`config.mk`:
```
export PLATFORM = sky130hd
export DESIGN_NAME = srtq_scan
export DESIGN_NICKNAME = d
export VERILOG_FILES = /design/src/hw/rtl/srtq_pkg.sv /design/src/hw/rtl/srtq_scan.sv
export SDC_FILE = /design/constraint.sdc
export NUM_CORES = 1
export LEC_CHECK = 0
export BUFFER_PORTS_ARGS = -buffer_cell sky130_fd_sc_hd__buf_4
export CAP_MARGIN = 20
export CORE_AREA = 3 3 236 238
export CTS_BUF_LIST = sky130_fd_sc_hd__clkbuf_16
export CTS_CLUSTER_DIAMETER = 60
export DETAILED_ROUTE_END_ITERATION = 6
export DIE_AREA = 0 0 239 241
export GPL_TIMING_DRIVEN = 0
export PLACE_DENSITY = 0.48
export RECOVER_POWER = 50
export REMOVE_ABC_BUFFERS = 1
export SETUP_SLACK_MARGIN = 0.4
export SKIP_CTS_REPAIR_TIMING = 1
export SLEW_MARGIN = 20
export SYNTH_ARGS = -nofsm -noshare
export SYNTH_HDL_FRONTEND = slang
export SYNTH_SLANG_ARGS = --single-unit
```
`constraint.sdc`:
```
create_clock -name clk_i -period 25.2 [get_ports clk_i]
set_clock_uncertainty 0.05 [all_clocks]
set_input_delay 3.78 -clock clk_i [delete_from_list [all_inputs] [get_ports clk_i]]
set_output_delay 3.78 -clock clk_i [all_outputs]
set_load 0.05 [all_outputs]
```
`src/hw/rtl/srtq_pkg.sv`:
```
// ----------------------------------------------------------------------------
// srtq_pkg
// Types, codes and helpers shared by the sorted repeating timer queue.
// ----------------------------------------------------------------------------
package srtq_pkg;

  localparam int unsigned TimerSlotsDef = 16;
  localparam int unsigned MaxFire       = 16;
  localparam int unsigned FireW         = 5;

  typedef enum logic [2:0] {
    CMD_CREATE = 3'd0,
    CMD_DELETE = 3'd1,
    CMD_RUN    = 3'd2,
    CMD_SETLEN = 3'd3,
    CMD_NEXT   = 3'd4,
    CMD_QUERY  = 3'd5,
    CMD_CLEAR  = 3'd6,
    CMD_NOP    = 3'd7
  } cmd_e;

  typedef enum logic [1:0] {
    STS_OK        = 2'd0,
    STS_NOT_FOUND = 2'd1,
    STS_FULL      = 2'd2,
    STS_NONE      = 2'd3
  } status_e;

  typedef enum logic [1:0] {
    SCAN_FREE,
    SCAN_ID,
    SCAN_HEAD,
    SCAN_COUNT
  } scan_mode_e;

  typedef enum logic [2:0] {
    S_IDLE,
    S_SCAN,
    S_ACT,
    S_EMIT,
    S_FINISH
  } fsm_e;

  typedef struct packed {
    logic [31:0]        ident;
    logic [47:0]        expiry;
    logic signed [48:0] period;
    logic signed [31:0] repeats;
    logic [47:0]        last_start;
    logic [31:0]        order;
  } entry_t;

  typedef struct packed {
    logic       clear;
    logic       step;
    scan_mode_e mode;
  } scan_ctrl_t;

  // start + length, saturated to the 48-bit time range
  function automatic logic [47:0] arm_expiry(logic [47:0] start, logic signed [48:0] per);
    logic [49:0] sum;
    sum = {2'b00, start} + {per[48], per};
    if (sum[49]) begin
      arm_expiry = '0;
    end else if (sum[48]) begin
      arm_expiry = '1;
    end else begin
      arm_expiry = sum[47:0];
    end
  endfunction

endpackage

```
`src/hw/rtl/srtq_scan.sv`:
```
// ----------------------------------------------------------------------------
// srtq_scan
// Shared compare unit: one slot per step, keeps the best match of a sweep or counts expired slots.
// ----------------------------------------------------------------------------
module srtq_scan #(
  parameter int unsigned TimerSlots = 16
) (
  input  logic                          clk_i,
  input  logic                          rst_ni,
  input  srtq_pkg::scan_ctrl_t          ctrl_i,
  input  logic [$clog2(TimerSlots)-1:0] idx_i,
  input  srtq_pkg::entry_t              ent_i,
  input  logic                          valid_i,
  input  logic                          inactive_i,
  input  logic [31:0]                   id_i,
  input  logic [47:0]                   now_i,
  input  logic [31:0]                   order_ctr_i,
  output logic                          found_o,
  output logic [$clog2(TimerSlots)-1:0] best_idx_o,
  output srtq_pkg::entry_t              best_ent_o,
  output logic [srtq_pkg::FireW-1:0]    count_o
);
  import srtq_pkg::*;

  localparam int unsigned IdxW = $clog2(TimerSlots);

  logic             found_q, found_d;
  logic [IdxW-1:0]  idx_q, idx_d;
  entry_t           ent_q, ent_d;
  logic [31:0]      age_q, age_d;
  logic [FireW-1:0] cnt_q, cnt_d;
  logic [31:0]      age;
  logic             live;

  assign age  = order_ctr_i - ent_i.order;
  assign live = valid_i && !inactive_i;

  always_comb begin
    found_d = found_q;
    idx_d   = idx_q;
    ent_d   = ent_q;
    age_d   = age_q;
    cnt_d   = cnt_q;
    if (ctrl_i.clear) begin
      found_d = 1'b0;
      cnt_d   = '0;
    end else if (ctrl_i.step) begin
      case (ctrl_i.mode)
        SCAN_FREE: begin
          if (!found_q && !valid_i) begin
            found_d = 1'b1;
            idx_d   = idx_i;
          end
        end
        SCAN_ID: begin
          if (!found_q && valid_i && id_i != '0 && ent_i.ident == id_i) begin
            found_d = 1'b1;
            idx_d   = idx_i;
            ent_d   = ent_i;
          end
        end
        SCAN_HEAD: begin
          // earlier expiry wins; on a tie the older stamp wins
          if (live && (!found_q || ent_i.expiry < ent_q.expiry ||
                       (ent_i.expiry == ent_q.expiry && age > age_q))) begin
            found_d = 1'b1;
            idx_d   = idx_i;
            ent_d   = ent_i;
            age_d   = age;
          end
        end
        SCAN_COUNT: begin
          if (live && ent_i.expiry <= now_i && cnt_q != FireW'(MaxFire)) begin
            cnt_d = cnt_q + FireW'(1);
          end
        end
        default: begin
          found_d = found_q;
        end
      endcase
    end
  end

  always_ff @(posedge clk_i or negedge rst_ni) begin
    if (!rst_ni) begin
      found_q <= 1'b0;
      cnt_q   <= '0;
    end else begin
      found_q <= found_d;
      cnt_q   <= cnt_d;
    end
  end

  always_ff @(posedge clk_i) begin
    idx_q <= idx_d;
    ent_q <= ent_d;
    age_q <= age_d;
  end

  assign found_o    = found_q;
  assign best_idx_o = idx_q;
  assign best_ent_o = ent_q;
  assign count_o    = cnt_q;

endmodule

```
* Yosys cells after proc, flatten, opt, wreduce, memory -nomap -nowiden
Cells that the tools add are included.
Word-level totals: register bits after elaboration 283, bits of input ports 365, output and inout port bits 251, word-level logic and storage cells 72
Cells by class: add/sub/neg operators 2, $lt $le $gt $ge 3, eq/ne operators 12, mux-type cells 17, bitwise gates (word level) 1, reduce and logical (&&, ||, !) cells 27
Operator list (count):
- 241-bit two-way mux | 2
- 241-bit case mux with 2 select lines | 1
- 48-bit equality test | 1
- 48-bit less-or-equal comparator | 1
- 48-bit less-than comparator | 1
- 32-bit equality test | 1
- 32-bit > comparator | 1
- 32-bit nonzero test | 1
- 32-bit subtractor | 1
- 5-bit two-way mux | 4
- 4-bit two-way mux | 3
- 4-bit case mux with 3 select lines | 1
- 5-bit AND reduction | 2
- 1-bit logical AND | 9
- 3-bit inequality test, second input constant | 3
- 2-bit nonzero test | 4
- 2-bit inequality test, second input constant | 3
- 6-bit AND reduction | 1
- 5-bit by 1-bit adder with 5-bit output, second input constant | 1
- 1-bit two-way mux | 5
- 5-bit inequality test, second input constant | 1
- 2-bit equality test, second input constant | 2
- 4-bit AND reduction | 1
- 4-bit nonzero test | 1
- other kinds (8) | 11

* Logic depth before layout (Yosys ltp)
depth after elaboration 9, mapped depth 19, mapped depth without buffers 19

* Least setup slack after synthesis
No wires, ideal clock.
kind in2reg, start point input port order_ctr_i[0], end point register ent_q, in the netlist best_ent_o[0] (enable), setup time 1136 ps, arrival time 23421 ps, data required time 24014 ps, path slack 593 ps, stages 18, buffers on the path 0, cell sequence inv_1 > ha_1 > inv_1 > fa_1 > a211oi_1 > o21ai_1 > o31a_1 > a41oi_2 > o211a_1 > nor4b_1 > or3b_1 > ha_1 > and4_1 > nor4bb_1 > nand2_1 > o32ai_1 > a211oi_1 > nor3_1
On the way: longest elaborated chain between the ends 7
RTL lines:
- start, declared | line srtq_scan.sv:17 | input logic [31:0] order_ctr_i,
- 32-bit subtractor | line srtq_scan.sv:35 | assign age = order_ctr_i - ent_i.order;
- net age[28] | line srtq_scan.sv:32 | logic [31:0] age;
- 32-bit > comparator | line srtq_scan.sv:65 | (ent_i.expiry == ent_q.expiry && age > age_q))) begin
- 1-bit logical AND | line srtq_scan.sv:65
- 1-bit logical OR | line srtq_scan.sv:64 | if (live && (!found_q || ent_i.expiry < ent_q.expiry ||
- 1-bit logical AND | line srtq_scan.sv:64
- 2-bit inequality test (no line)
- 5-bit AND reduction (no line)
- end signal, assigned | line srtq_scan.sv:96 | ent_q <= ent_d;
- end, declared | line srtq_scan.sv:29 | entry_t ent_q, ent_d;
The timed path passes the listed nets, and every way through them passes these cells. A chain may end at the register's enable or synchronous reset.

* Worst setup path after layout
start point input port order_ctr_i[0], end point register ent_q, in the netlist best_ent_o[103] (enable)
Same word-level chain as after synthesis.

==> qor.csv <==
metric,value,unit
Netlist cell types,70,
Fin. Hold Viols,0,
Clock transition at path regs,60,ps
"Seq/Total Area, Yosys",0.589,
clk sinks,283,
die area,0.0576,mm^2
r2r endpoint,best_ent_o[103],
Die W,239,um
clock latency on the worst-skew pair,560,ps
worst min path class,reg2reg,
Initial Utilization,0.267,
Netlist Area Pre-Place,0.0144,mm^2
routability cong.,0.823,
Die Ht,241,um
Final Cycle Share,0.385,
FILL cells,5442,
pin count of the biggest net entering global routing,22,
synth top area cells,"edfxtp_1, ha_1, inv_1",
Min Hold Slack,617,ps
f_max,103,MHz
Critical Path AT,9900,ps
initial antenna violation count,27,
leading area contributor after synthesis,edfxtp_1,
Total Wirelength,53400,um
maximum VDD drop,0.0000481,V
final instance area,0.0205,mm^2
Avg WL per Cell,21.0,um
main flop type after synthesis,edfxtp_1,
Async SR Flop Fraction,0.0212,
hold wc startpoint,count_o[3],
Least-Margin Pin Slew,912,ps
total gr overflow,0,
First-pass DRT Iterations,5,
"Area growth, synth to finish",42.5,%
remaining routing DRC violations,0,
via/cell ratio,4.51,
synth cell count leaders,"edfxtp_1, inv_1, ha_1",
Root Buffer,clkbuf_16,
r2r worst-path depth,15,
clock tree from TritonCTS,yes,
CP Capture Type,register,
initial drt markers,533,
Setup CP Type,in2reg,
Critical Path Start,order_ctr_i[0],
unrepaired setup endpoints after global routing,no,
Synth Register Bits,283,
first-pass GRT wire length,74500,um
flop2flop setup slack,20580,ps
Slew Limit Fails,0,
synthesized area per cell,12.8,um^2
DP Area,0.0201,mm^2
CTS buffer count,41,
row count,85,
Final #Nets,2337,
status,finished clean,
CP Capture Point,best_ent_o[103],
MaxCap Viol Count,0,
Yosys top cell area share,0.578,
"count leader, synth",edfxtp_1,
Crit path required time,25410,ps
Rel. slew slack,0.387,
DR vias,11473,
YS warnings,0,
worst-case clock buffer depth,3,
startpoint types,input port,
vias in the first global route,11601,
DPL Wire Length,45500,um
min Tclk post-route,9690,ps
CTS H-tree lvls,2,
IO Port Bufs,615,
number of synthesized flops with an enable pin,277,
Ports,616,
worst reg2reg startpoint,best_ent_o[208],
final setup fails,0,
"Max FO, Critical Path",11,
GR Util All Layers,0.176,
synthesized instance count,1125,
layout cells sized above 1,0.262,
pwr dens,62.5,mW/mm^2
core area,0.0538,mm^2
Leak,8.75,nW
post-route ant nets,0,
==> routing by layer <==
metal	routed length, um	vias to the layer above	global-route usage	share of wire
met3	5300	101	0.0748	0.099
met5	163	-	0	0.0031
met2	26700	396	0.301	0.50
met4	1570	24	0.0770	0.029
met1	19600	5374	0.191	0.37
li1	-	5578	-	-
==> how the worst min path moves through the flow <==
| stage | end | slack (ps) | cells after the start |
|---|---|---|---|
| after floorplan | found_o | 790 | 2 |
| after detailed placement | count_o[3] | 600 | 2 |
| after global routing | count_o[4] | 660 | 2 |
| after global placement | count_o[3] | 600 | 2 |
| after CTS | count_o[3] | 620 | 2 |
| final | count_o[3] | 620 | 2 |
==> logic make-up (layout without fill, tap and decap cells) <==
| group | Yosys count | in the layout | synth area share |
|---|---|---|---|
| flops | 283 | 283 | 0.589 |
| simple gates | 230 | 230 | 0.0860 |
| compound gates | 201 | 201 | 0.0933 |
| buf+inv | 183 | 893 | 0.0484 |
| fa+ha+maj | 167 | 167 | 0.146 |
| xor+xnor | 56 | 56 | 0.0341 |
| mux | 5 | 5 | 0.00365 |
| other cells | 0 | 14 | 0 |
==> area by class of cell <==
cell class / instances / area [um^2] / share of cell area
flip-flops and latches: 283 / 8470 / 0.413
multi-input cells: 659 / 5250 / 0.256
repair buffers: 645 / 3960 / 0.193
clock buffers: 41 / 1030 / 0.0501
well taps: 696 / 871 / 0.0425
inverters: 175 / 657 / 0.0321
clock inverters: 32 / 225 / 0.0110
diodes: 14 / 35.0 / 0.00171
==> sequential cells by signal (all words and copies together), names as in the netlist <==
signal	flops
age_q	32
best_ent_o	241
best_idx_o	4
count_o	5
found_o	1
==> report_power, final <==
group	internal [W]	switching, W
Combinational	0.0000845	0.000124
Clock	0.000310	0.000226
Sequential	0.000532	0.00000321
==> critical path, stage by stage <==
cell      delay (ps)
clkbuf_4         110
inv_1             40
ha_1             150
inv_1             50
fa_1             410
a211oi_1         250
o21ai_0          190
o31a_1           330
a41oi_2          500
o211a_1          270
nor4b_1           60
or3b_1           400
ha_1             340
and4_1           180
nor4bb_1         390
nand2_1          110
o32ai_1          290
a211oi_1         150
nor3_2           470
buf_4            250
buf_4            180
buf_4            210
buf_6            170
buf_4            210
buf_4            220
buf_6            170
==> cell usage in the layout, fill, tap and decap left out, drive strengths merged, types with 4 or more instances in the layout <==
master / instances
a211o: 4
a211oi: 8
a21boi: 5
a21o: 19
a21oi: 70
a221oi: 5
a31oi: 5
and2: 5
and3: 10
and4: 7
buf: 248
clkbuf: 438
clkinv: 10
clkinvlp: 6
dfrtp: 6
diode: 14
edfxtp: 277
ha: 166
inv: 190
nand2: 40
nand2b: 4
nand3: 27
nand4: 39
nor2: 42
nor2b: 7
nor3: 14
nor4: 21
o211ai: 8
o21a: 6
o21ai: 36
o31a: 4
xnor2: 15
xor2: 41
==> stage by stage <==
stage          setup TNS [ps]  std cells  setup WS, ps   util  total power, W
6_report                    0       2545         15510  0.381         0.00128
5_1_grt                     0       2541         14950  0.381         0.00134
4_1_cts                     0       2531         15460  0.397         0.00131
3_5_place_dp                0       2458         14880  0.374        0.000768
3_3_place_gp         -2235430       2428         -9320  0.369        0.000772
2_1_floorplan               0       1117           593      -        0.000674
Power figures use the tool's default switching activity.
