`src/hw/rtl/srtq_ram.sv`:
```
// ----------------------------------------------------------------------------
// srtq_ram
// Generic single write, single read RAM with registered read data.
// ----------------------------------------------------------------------------
module srtq_ram #(
  parameter int unsigned Width = 8,
  parameter int unsigned Depth = 16
) (
  input  logic                     clk_i,
  input  logic                     we_i,
  input  logic [$clog2(Depth)-1:0] waddr_i,
  input  logic [Width-1:0]         wdata_i,
  input  logic                     re_i,
  input  logic [$clog2(Depth)-1:0] raddr_i,
  output logic [Width-1:0]         rdata_o
);

  logic [Width-1:0] mem_q [Depth];

  always_ff @(posedge clk_i) begin
    if (we_i) begin
      mem_q[waddr_i] <= wdata_i;
    end
    if (re_i) begin
      rdata_o <= mem_q[raddr_i];
    end
  end

endmodule

```
`config.mk`:
```
export PLATFORM = sky130hd
export DESIGN_NAME = srtq_ram
export DESIGN_NICKNAME = d
export VERILOG_FILES = /design/src/hw/rtl/srtq_ram.sv
export SDC_FILE = /design/constraint.sdc
export NUM_CORES = 1
export LEC_CHECK = 0
export ABC_AREA = 1
export BUFFER_PORTS_ARGS = -buffer_cell sky130_fd_sc_hd__clkbuf_2
export CORE_AREA = 2 2 124 126
export DETAILED_ROUTE_END_ITERATION = 8
export DIE_AREA = 0 0 126 128
export HOLD_SLACK_MARGIN = 0.03
export PLACE_DENSITY = 0.61
export RECOVER_POWER = 100
export SYNTH_ARGS = -nofsm -noshare
export SYNTH_HDL_FRONTEND = slang
export SYNTH_SLANG_ARGS = --single-unit
export TNS_END_PERCENT = 50
```
`constraint.sdc`:
```
create_clock -name clk_i -period 1.7 [get_ports clk_i]
set_clock_uncertainty 0.1 [all_clocks]
set_input_delay 0.085 -clock clk_i [delete_from_list [all_inputs] [get_ports clk_i]]
set_output_delay 0.085 -clock clk_i [all_outputs]
set_load 0.1 [all_outputs]
```
# == Word level (Yosys, flattened, before mapping) ==
# Memory sizes are Yosys's and may differ from the RTL's. A register that Yosys moved wholly into a read port is not among the register bits.
# Cells that the tools add are included.
# classes
mux,2
# op_table
operator,n
two-way mux 1 bit,2
# totals
ramBits,128
elab_cells,3
regBits,0
output_inout_bits,8
in_bits,19
mem_count,1
# memory_table
name,depth,word_bits,rd,rd_ports_with_merged_regs,wr,line,text
mem_q,16,8,1,1,1,18,logic [Width-1:0] mem_q [Depth];

# == Depth between registers and ports, before layout ==
# Gate-level depths: netlist (run 1).
# logic_depth
depth_word,2
ltp_mapped,8

# == Worst setup path before layout (run 1) ==
# OpenSTA, ideal clock, no wires.
# synth_timing
path_kind,input to register
start,in waddr_i[2]
end,mem mem_q[10][0] (enable)
cell_stages,2
setup_ns,0.370
slack_ns,0.564
required_time_ns,1.230
path_buffers,0
arrival_time_ns,0.666
path_cell_list,nand3b_1 -> nor2_1
# synth_rtl
item,line,text
from (decl),11,"input logic [$clog2(Depth)-1:0] waddr_i,"
to (decl),18,
# No word-level cell before the write port.

# == Worst setup path in the final report (run 1) ==
# layout_timing
start,reg rdata_o[1] (read register of mem_q)
end,out rdata_o[1]
# layout_rtl
item,line,text
from (decl),15,output logic [Width-1:0] rdata_o
# No word-level cell between the ends.

==> reports/qor.yml, run 1 <==
placement:
  dp.cells: 764
  gp_congestion: 0.846
  dp_hpwl_um: 7870
  post-place-ws_ns: 0.181
  portBuffers: 26
  dpl_cell_area_mm2: 0.00626
critical_path:
  worst-path-buf-inv: 1
  cp_max_fo: 1
  critical-path-slowest-cell: "clkbuf_2"
  cp-end-kind: "output pin"
  critPathArrivalTime_ns: 1.29
  startpoint_type: "flop"
  path_cells: "clkbuf_2"
  crit_path_max_incr_delay_ns: 0.48
  path_delay_family: "buffers and inverters"
  required_ns: 1.51
  worstSetupPathType: "flop to output pin"
sta:
  holdWs_ns: 0.179
  finalWorstSetupSlack_ns: 0.227
  worst_pin_slew_ns: 0.900
  hold_violations: 0
  fin_crit_sh_pct: 86.6
  maxSlewHeadroom_pct: 40.0
  tns_ns: 0
  setup_violations: 0
  slew_violations: 0
  min_period_ns: 1.47
  max_freq_ghz: 0.679
  rsz0062_at_grt: "false"
floorplan:
  die_w_um: 126
  dieArea_mm2: 0.0161
  ioPinCount: 27
  core-area_mm2: 0.0149
  initial_utilization_pct: 39.3
  fp.dieH_um: 128
  num_rows: 45
global_routing:
  grt_pass1_vias: 3922
  grt_max_degree: 65
  track_usage_pct: 17.3
  overflow: 0
  grt_pass1_wl_um: 20500
  grt_antenna_before_repair: 0
cts:
  clk_pin_slew_worst_paths_ns: 0.06
  clock-sinks: 136
  cts_root_buf: "clkbuf_16"
  h-tree-depth: 4
  clock_latency_ns: 0.42
  tritoncts: "built"
  clk_path_buf_depth: 2
  postCtsSetupRepairBufs: 0
  cts_made_buffers: 17
drt:
  wl_per_cell_um: 16.4
  first_pass_iters: 4
  postRouteAntennaNets: 0
  via_per_inst: 4.84
  drt_iter0_drc: 472
  routed_wl_um: 13100
  vias: 3870
  drc_errors: 0
power_and_ir_drop:
  p_leak_nw: 2.88
  p_per_area_mw_per_mm2: 1190
  vdd_drop_max_mv: 0.705
  power_mw: 8.14
synthesis:
  yosysWarnings: 0
  syn_inst: 551
  synth-seq-cells: 136
  synth.avg_cell_area_um2: 10.6
  ys_seq_area_share_pct: 69.8
  syn_area_mm2: 0.00585
  synthesis.nets: 570
  synth.distinct_cells: 11
hold_path:
  min_path_type: "input pin to flop"
final_layout:
  area_growth_pct: 16.6
  instances_no_fill: 799
  layout_commonest_cell: "nand2_1"
  finalInstanceArea_mm2: 0.00682
  drive_gt1_share_pct: 9.00
  final_core_util_pct: 45.9
  final_cell_mix: "173 x nand2_1, 136 x edfxtp_1, 100 x inv_1, 97 x nand3_1, 28 x clkbuf_1"
  diodes: 0
  nets: 617
run:
  cap_violations: 0
outcome:
  outcome: "complete, no violations"
## state kept, by name, summed over array words and instances (netlist names)
signal	count
rdata_o	8
mem_q	128
## routing by layer
layer / share of wire (%) / routed length (um) / vias up / track usage [%]
li1: - / - / 1878 / -
met1: 43 / 5610 / 1844 / 21.7
met2: 48 / 6370 / 129 / 27.6
met3: 7.0 / 921 / 19 / 4.97
met4: 1.8 / 235 / 0 / 8.27
met5: 0 / 0 / - / 0
## kinds of logic after synthesis
family | count (synthesis) | share of synthesized area [%]
buffers and inverters | 126 | 9.39
flip-flops | 136 | 69.8
AND/OR/NAND/NOR | 289 | 20.8
## cell type report
| type | instances | area (um2) |
|---|---|---|
| clock buffers | 17 | 425 |
| clock inverters | 15 | 184 |
| fillers | 1388 | 8040 |
| inverters | 102 | 383 |
| multi-input cells | 289 | 1210 |
| flip-flops and latches | 136 | 4080 |
| well taps | 188 | 235 |
| repair buffers | 52 | 295 |
## synthesized netlist by cell type
| cell type | number | area share [%] |
|---|---|---|
| buf_1 | 1 | 0.064 |
| buf_2 | 13 | 1.1 |
| buf_4 | 4 | 0.51 |
| buf_6 | 6 | 1.2 |
| edfxtp_1 | 136 | 70 |
| inv_1 | 100 | 6.4 |
| inv_2 | 2 | 0.13 |
| nand2_1 | 173 | 11 |
| nand3_1 | 97 | 8.3 |
| nand3b_1 | 2 | 0.26 |
| nor2_1 | 17 | 1.1 |
## report_power, final
group          total, mW  internal, mW  switching (mW)
logic              0.573         0.134           0.440
clock network       3.77          2.43            1.34
registers           3.80          3.78          0.0193
## path summary, 6_finish.rpt
kind                                    from          end  slack (ns)  depth (start not counted)
worst max-delay path              rdata_o[1]   rdata_o[1]        0.23                          1
worst min-delay path              wdata_i[4]  mem_q[3][4]        0.18                          1
worst max register to register   mem_q[1][6]   rdata_o[6]        0.41                          6
worst min register to register  mem_q[12][2]   rdata_o[2]        0.67                          6
## repair_timing
item	4_1_cts	5_1_grt
resized for setup	0	0
hold buffers	3	0
hold endpoints to repair	19	0
Power figures use the tool's default switching activity.
==> run 2: changes to the inputs <==
--- a/config.mk
+++ b/config.mk
@@ -6,8 +6,9 @@
 export NUM_CORES = 1
 export LEC_CHECK = 0
 export ABC_AREA = 1
-export BUFFER_PORTS_ARGS = -buffer_cell sky130_fd_sc_hd__clkbuf_2
+export BUFFER_PORTS_ARGS = -buffer_cell sky130_fd_sc_hd__buf_2
 export CORE_AREA = 2 2 124 126
+export CTS_CLUSTER_DIAMETER = 80
 export DETAILED_ROUTE_END_ITERATION = 8
 export DIE_AREA = 0 0 126 128
 export HOLD_SLACK_MARGIN = 0.03
==> run 2 against run 1 <==
  * Sequential power about the same
  * Wire length down 2.0%
  * Total power down 6.5%
  * Setup slack worse by 0.021 ns
==> reports/qor.yml, run 2 (synthesis gave the netlist of run 1 again) <==
outcome:
  outcome: "complete, no violations"
global_routing:
  grt_pass1_wl_um: 20600  # +0.57%
  use_met1_pct: 23.4  # +1.6 points
  track_usage_pct: 17.2  # -0.066 points
  use_met2_pct: 26.2  # -1.5 points
  grt_max_degree: 65  # unchanged
  overflow: 0  # unchanged
  busiest_layer: "met2"
  grt_pass1_vias: 3816  # -2.7%
  use_met3_pct: 4.30  # -0.67 points
  grt_antenna_before_repair: 0  # unchanged
drt:
  drc_errors: 0  # unchanged
  vias: 3887  # +0.44%
  first_pass_iters: 5  # +1
  routed_wl_um: 12900  # -2.0%
  via_per_inst: 4.84  # about the same
  postRouteAntennaNets: 0  # unchanged
  drt_iter0_drc: 427  # -9.5%
  wl_per_cell_um: 16.0  # -2.5%
sta:
  finalWorstSetupSlack_ns: 0.206  # -0.0214 ns
  tns_ns: 0  # unchanged
  hold_violations: 0  # unchanged
  worst_pin_slew_ns: 0.883  # -0.0162 ns
  min_period_ns: 1.49  # +0.0214 ns
  max_freq_ghz: 0.669  # -1.4%
  rsz0062_at_grt: "false"
  setup_violations: 0  # unchanged
  fin_crit_sh_pct: 87.9  # +1.3 points
  slew_violations: 0  # unchanged
  maxSlewHeadroom_pct: 41.1  # +1.1 points
hold_path:
  min_path_type: "input pin to flop"
  min_from: "raddr_i[2]"
final_layout:
  max_flop_register: "mem_q"
  area_growth_pct: 16.0
  nets: 622  # +0.81%
  drive_gt1_share_pct: 7.80  # -1.2 points
  finalInstanceArea_mm2: 0.00678  # -0.53%
  seq_area_mm2: 0.00408  # unchanged
  largest_reg_flops: 128  # unchanged
  multi_input_area_mm2: 0.00121  # unchanged
  fillers: 1403  # +1.1%
  diodes: 0  # unchanged
  reg_top3: "mem_q: 128 flops, rdata_o: 8 flops"
  instances_no_fill: 803  # +0.50%
  layout_commonest_cell: "nand2_1"
  final_cell_mix: "173 x nand2_1, 136 x edfxtp_1, 100 x inv_1, 97 x nand3_1, 29 x clkbuf_1"
cts:
  clk_path_buf_depth: 2  # unchanged
  cts_root_buf: "clkbuf_16"
  clock-sinks: 136  # unchanged
  clk_pin_slew_worst_paths_ns: 0.05  # about the same
  h-tree-depth: 4  # unchanged
  postCtsSetupRepairBufs: 0  # unchanged
  tritoncts: "built"
  cts_made_buffers: 17  # unchanged
  clock_latency_ns: 0.42  # about the same
critical_path:
  worst-path-buf-inv: 1  # unchanged
  critPathArrivalTime_ns: 1.31  # +0.02 ns
  required_ns: 1.51  # about the same
  startpoint_type: "flop"
  reg2reg_from: "mem_q[5][5]"
  crit_path_max_incr_delay_ns: 0.48  # about the same
  cp_max_fo: 1  # unchanged
  cp-end-kind: "output pin"
  worstSetupPathType: "flop to output pin"
  path_delay_family: "buffers and inverters"
  path_cells: "clkbuf_2"
  critical-path-slowest-cell: "clkbuf_2"
  startpoint: "rdata_o[2]"
placement:
  dp_hpwl_um: 7770  # -1.3%
  gp_congestion: 0.837  # -1.0%
  portBuffers: 26  # unchanged
  post-place-ws_ns: 0.173  # -0.00765 ns
  dp.cells: 762  # -0.26%
  dpl_cell_area_mm2: 0.00624  # -0.24%
floorplan:
  die_w_um: 126  # unchanged
  core-area_mm2: 0.0149  # unchanged
  initial_utilization_pct: 39.3  # unchanged
  fp.dieH_um: 128  # unchanged
  dieArea_mm2: 0.0161  # unchanged
  num_rows: 45  # unchanged
  ioPinCount: 27  # unchanged
power_and_ir_drop:
  netSwitchingFraction_pct: 22.8  # +0.69 points
  vdd_drop_max_mv: 0.738  # +4.6%
  p_leak_nw: 2.86  # -0.78%
  p_sw_mw: 1.73  # -3.5%
  p_int_mw: 5.88  # -7.3%
  p_per_area_mw_per_mm2: 1120  # -6.0%
  comb_power_share_pct: 7.6  # +0.6 points
  p_clk_share_pct: 42.4  # -3.9 points
  p_seq_share_pct: 49.9  # +3.2 points
run:
  cap_violations: 0  # unchanged
==> run 2: cell count changes in the layout (fill, tap and decap cells not counted), moves of 2 or more <==
cell           before  now
dlygate4sd3_1       3   10
buf_2               0    6
clkbuf_2           14    8
bufinv_16           4    1
clkinv_1            0    3
buf_4               4    2
==> run 2: cell type report <==
class / instances / share of cell area [%]
inverters: 102 / 5.64
repair buffers: 57 / 5.16
flip-flops and latches: 136 / 60.2
multi-input cells: 289 / 17.9
clock inverters: 13 / 1.31
clock buffers: 18 / 6.33
well taps: 188 / 3.47
==> run 2: worst register-to-register path, cell delays in order (launching register included) <==
cell      delay [ns]
edfxtp_1        0.36
inv_1           0.06
nand2_1         0.04
nand3_1         0.09
nand3_1         0.11
nand3_1         0.18
nand2_1         0.12
==> run 2: worst paths after layout <==
kind           endpoint  slack (ns)  cells past startpoint
max          rdata_o[2]        0.21                      1
min          rdata_o[2]        0.12                      4
max reg2reg  rdata_o[5]        0.37                      6
min reg2reg  rdata_o[4]        0.67                      6
==> run 2: repair_timing <==
| action | in CTS | in global routing |
|---|---|---|
| endpoints found under the hold margin | 141 | 0 |
| hold buffers | 10 | 0 |
| resized for setup | 0 | 0 |
| endpoints found under the setup margin | 0 | 0 |
==> run 2: metal layers <==
layer | routed length [um] | part of all wire (%)
met1 | 5870 | 46
met2 | 6070 | 47
met5 | 0 | 0
met3 | 654 | 5.1
met4 | 276 | 2.1
==> run 2: power groups by stage <==
stage / combinational (mW) / sequential (mW) / clock, mW
after floorplan: 0.265 / 3.98 / 0
after global placement: 0.566 / 3.87 / 0
after detailed placement: 0.575 / 3.87 / 0
after CTS: 0.595 / 3.80 / 3.27
after global routing: 0.642 / 3.81 / 3.42
final: 0.581 / 3.80 / 3.23
==> run 2: stage by stage <==
step                      total power, mW  util [%]  hold WS (ns)
final                                7.61      45.6         0.124
after global routing                 7.87      45.6         0.161
after global placement               4.43      42.0         0.358
after detailed placement             4.44      42.0         0.361
after CTS                            7.66      46.1         0.107
after floorplan                      4.25         -        0.0839
==> run 3: changes to the inputs <==
--- a/config.mk
+++ b/config.mk
@@ -12,7 +12,7 @@
 export DETAILED_ROUTE_END_ITERATION = 8
 export DIE_AREA = 0 0 126 128
 export HOLD_SLACK_MARGIN = 0.03
-export PLACE_DENSITY = 0.61
+export PLACE_DENSITY = 0.63
 export RECOVER_POWER = 100
 export SYNTH_ARGS = -nofsm -noshare
 export SYNTH_HDL_FRONTEND = slang
==> constraint.sdc (replaced) <==
create_clock -name clk_i -period 1.3 [get_ports clk_i]
set_clock_uncertainty 0.1 [all_clocks]
set_input_delay 0.065 -clock clk_i [delete_from_list [all_inputs] [get_ports clk_i]]
set_output_delay 0.065 -clock clk_i [all_outputs]
set_load 0.1 [all_outputs]
==> run 3 against run 2 <==
  * Combinational power up 33%
  * Clock-buffer cell count is 1 higher
  * Highest routed layer unchanged
  * Register-to-register slack worse by 0.30 ns
  * Final cell count grew 0.50%
  * Global-route usage is essentially flat
  * Hold slack got worse by 0.094 ns
  * Total power grew 36%
==> reports/qor.yml, run 3 (synthesis gave the netlist of run 1 again) <==
sta:
  max_freq_ghz: 0.782
  finalWorstSetupSlack_ns: 0.0206  # -0.185 ns
  maxSlewHeadroom_pct: 52.2  # +11 points
  slew_violations: 0  # unchanged
  rsz0062_at_grt: "false"
  worst_pin_slew_ns: 0.716  # -0.167 ns
  holdWs_ns: 0.0301  # -0.0944 ns
  fin_crit_sh_pct: 98.4
  hold_violations: 0  # unchanged
  min_period_ns: 1.28
  setup_violations: 0  # unchanged
drt:
  first_pass_iters: 5  # unchanged
  drc_errors: 0  # unchanged
  via_per_inst: 4.81  # -0.65%
  vias: 3881  # -0.15%
  wl_per_cell_um: 16.4  # +2.4%
  postRouteAntennaNets: 0  # unchanged
  drt_iter0_drc: 284  # -33%
  routed_wl_um: 13300  # +2.9%
final_layout:
  nets: 626  # +0.64%
  final_core_util_pct: 46.4  # +0.74 points
  reg_top3: "mem_q: 128 flops, rdata_o: 8 flops"
  layout_commonest_cell: "nand2_1"
  final_cell_mix: "173 x nand2_1, 136 x edfxtp_1, 100 x inv_1, 95 x nand3_1, 21 x clkbuf_1"
  drive_gt1_share_pct: 9.85  # +2.0 points
  seq_area_mm2: 0.00408  # unchanged
  area_growth_pct: 17.9
  max_flop_register: "mem_q"
  diodes: 0  # unchanged
  multi_input_area_mm2: 0.00122  # +0.82%
  fillers: 1394  # -0.64%
  largest_reg_flops: 128  # unchanged
  instances_no_fill: 807  # +0.50%
power_and_ir_drop:
  power_mw: 10.3  # +36%
  vdd_drop_max_mv: 0.893  # +21%
  p_leak_nw: 2.93  # +2.4%
  p_per_area_mw_per_mm2: 1500  # +34%
global_routing:
  grt_antenna_before_repair: 0  # unchanged
  grt_pass1_vias: 3791  # -0.66%
  grt_max_degree: 65  # unchanged
  track_usage_pct: 17.2  # +0.036 points
  grt_pass1_wl_um: 20900  # +1.7%
  overflow: 0  # unchanged
cts:
  clk_pin_slew_worst_paths_ns: 0.05  # about the same
  postCtsSetupRepairBufs: 0  # unchanged
  cts_made_buffers: 17  # unchanged
  h-tree-depth: 4  # unchanged
  tritoncts: "built"
  clock-sinks: 136  # unchanged
  clk_path_buf_depth: 2  # unchanged
  cts_root_buf: "clkbuf_16"
  clock_latency_ns: 0.41  # about the same
floorplan:
  core-area_mm2: 0.0149  # unchanged
  die_w_um: 126  # unchanged
  initial_utilization_pct: 39.3  # unchanged
  dieArea_mm2: 0.0161  # unchanged
  fp.dieH_um: 128  # unchanged
  num_rows: 45  # unchanged
  ioPinCount: 27  # unchanged
critical_path:
  crit_path_max_incr_delay_ns: 0.39  # -0.09 ns
  path_delay_family: "flip-flops"
  cp-end-kind: "output pin"
  startpoint_type: "flop"
  worst-path-buf-inv: 1  # unchanged
  cp_max_fo: 1  # unchanged
  required_ns: 1.13  # -0.38 ns
  critPathArrivalTime_ns: 1.11  # -0.20 ns
  path_cells: "buf_4"
  worstSetupPathType: "flop to output pin"
  critical-path-slowest-cell: "edfxtp_1"
outcome:
  outcome: "complete, no violations"
placement:
  portBuffers: 26  # unchanged
  gp_congestion: 0.804  # -4.0%
  dp_hpwl_um: 8160  # +5.0%
  dp.cells: 765  # +0.39%
  post-place-ws_ns: -0.115  # -0.288 ns
hold_path:
  min_path_type: "input pin to flop"
run:
  cap_violations: 0  # unchanged
## run 3: cell type report
cell class / instances / area share, %
flip-flops and latches: 136 / 59.2
multi-input cells: 289 / 17.7
clock buffers: 19 / 6.28
repair buffers: 61 / 5.83
inverters: 102 / 5.55
well taps: 188 / 3.41
clock inverters: 12 / 1.94
## run 3: what timing repair did
action,CTS,global route
hold buffers,11,0
resized for setup,8,2
setup endpoints to repair,8,1
hold endpoints to repair,140,0
## run 3: worst paths after layout
kind                end         start  cells after the start  slack, ns
max reg2reg  rdata_o[6]  mem_q[13][6]                      6       0.07
min          rdata_o[5]    raddr_i[2]                      4       0.03
max          rdata_o[0]    rdata_o[0]                      1       0.02
min reg2reg  rdata_o[6]   mem_q[5][6]                      6       0.66
## run 3: where the power goes
group	switching, mW	internal [mW]	total, mW
clock	1.64	2.96	4.60
sequential	0.0288	4.95	4.97
combinational	0.570	0.205	0.775
total	2.24	8.11	10.3
## run 3: metal layers
layer | vias up | global-route usage, % | part of all wire, %
met5 | - | 0 | 0
met4 | 0 | 8.47 | 3.1
met3 | 23 | 3.34 | 5.1
met2 | 130 | 26.8 | 47
met1 | 1840 | 23.4 | 45
li1 | 1888 | - | -
## run 3: tightest hold or removal path, cell delays in order
cell and delay [ns]:
buf_2 0.13, nand3_1 0.09, nand3_1 0.07, nand2_1 0.07
## run 3: metrics by stage
step / TNS, ns / area (um2)
floorplan: 0 / 5850
global placement: -0.422 / 6250
detailed placement: -0.721 / 6250
CTS: 0 / 6950
global route: 0 / 6890
finish: 0 / 6890
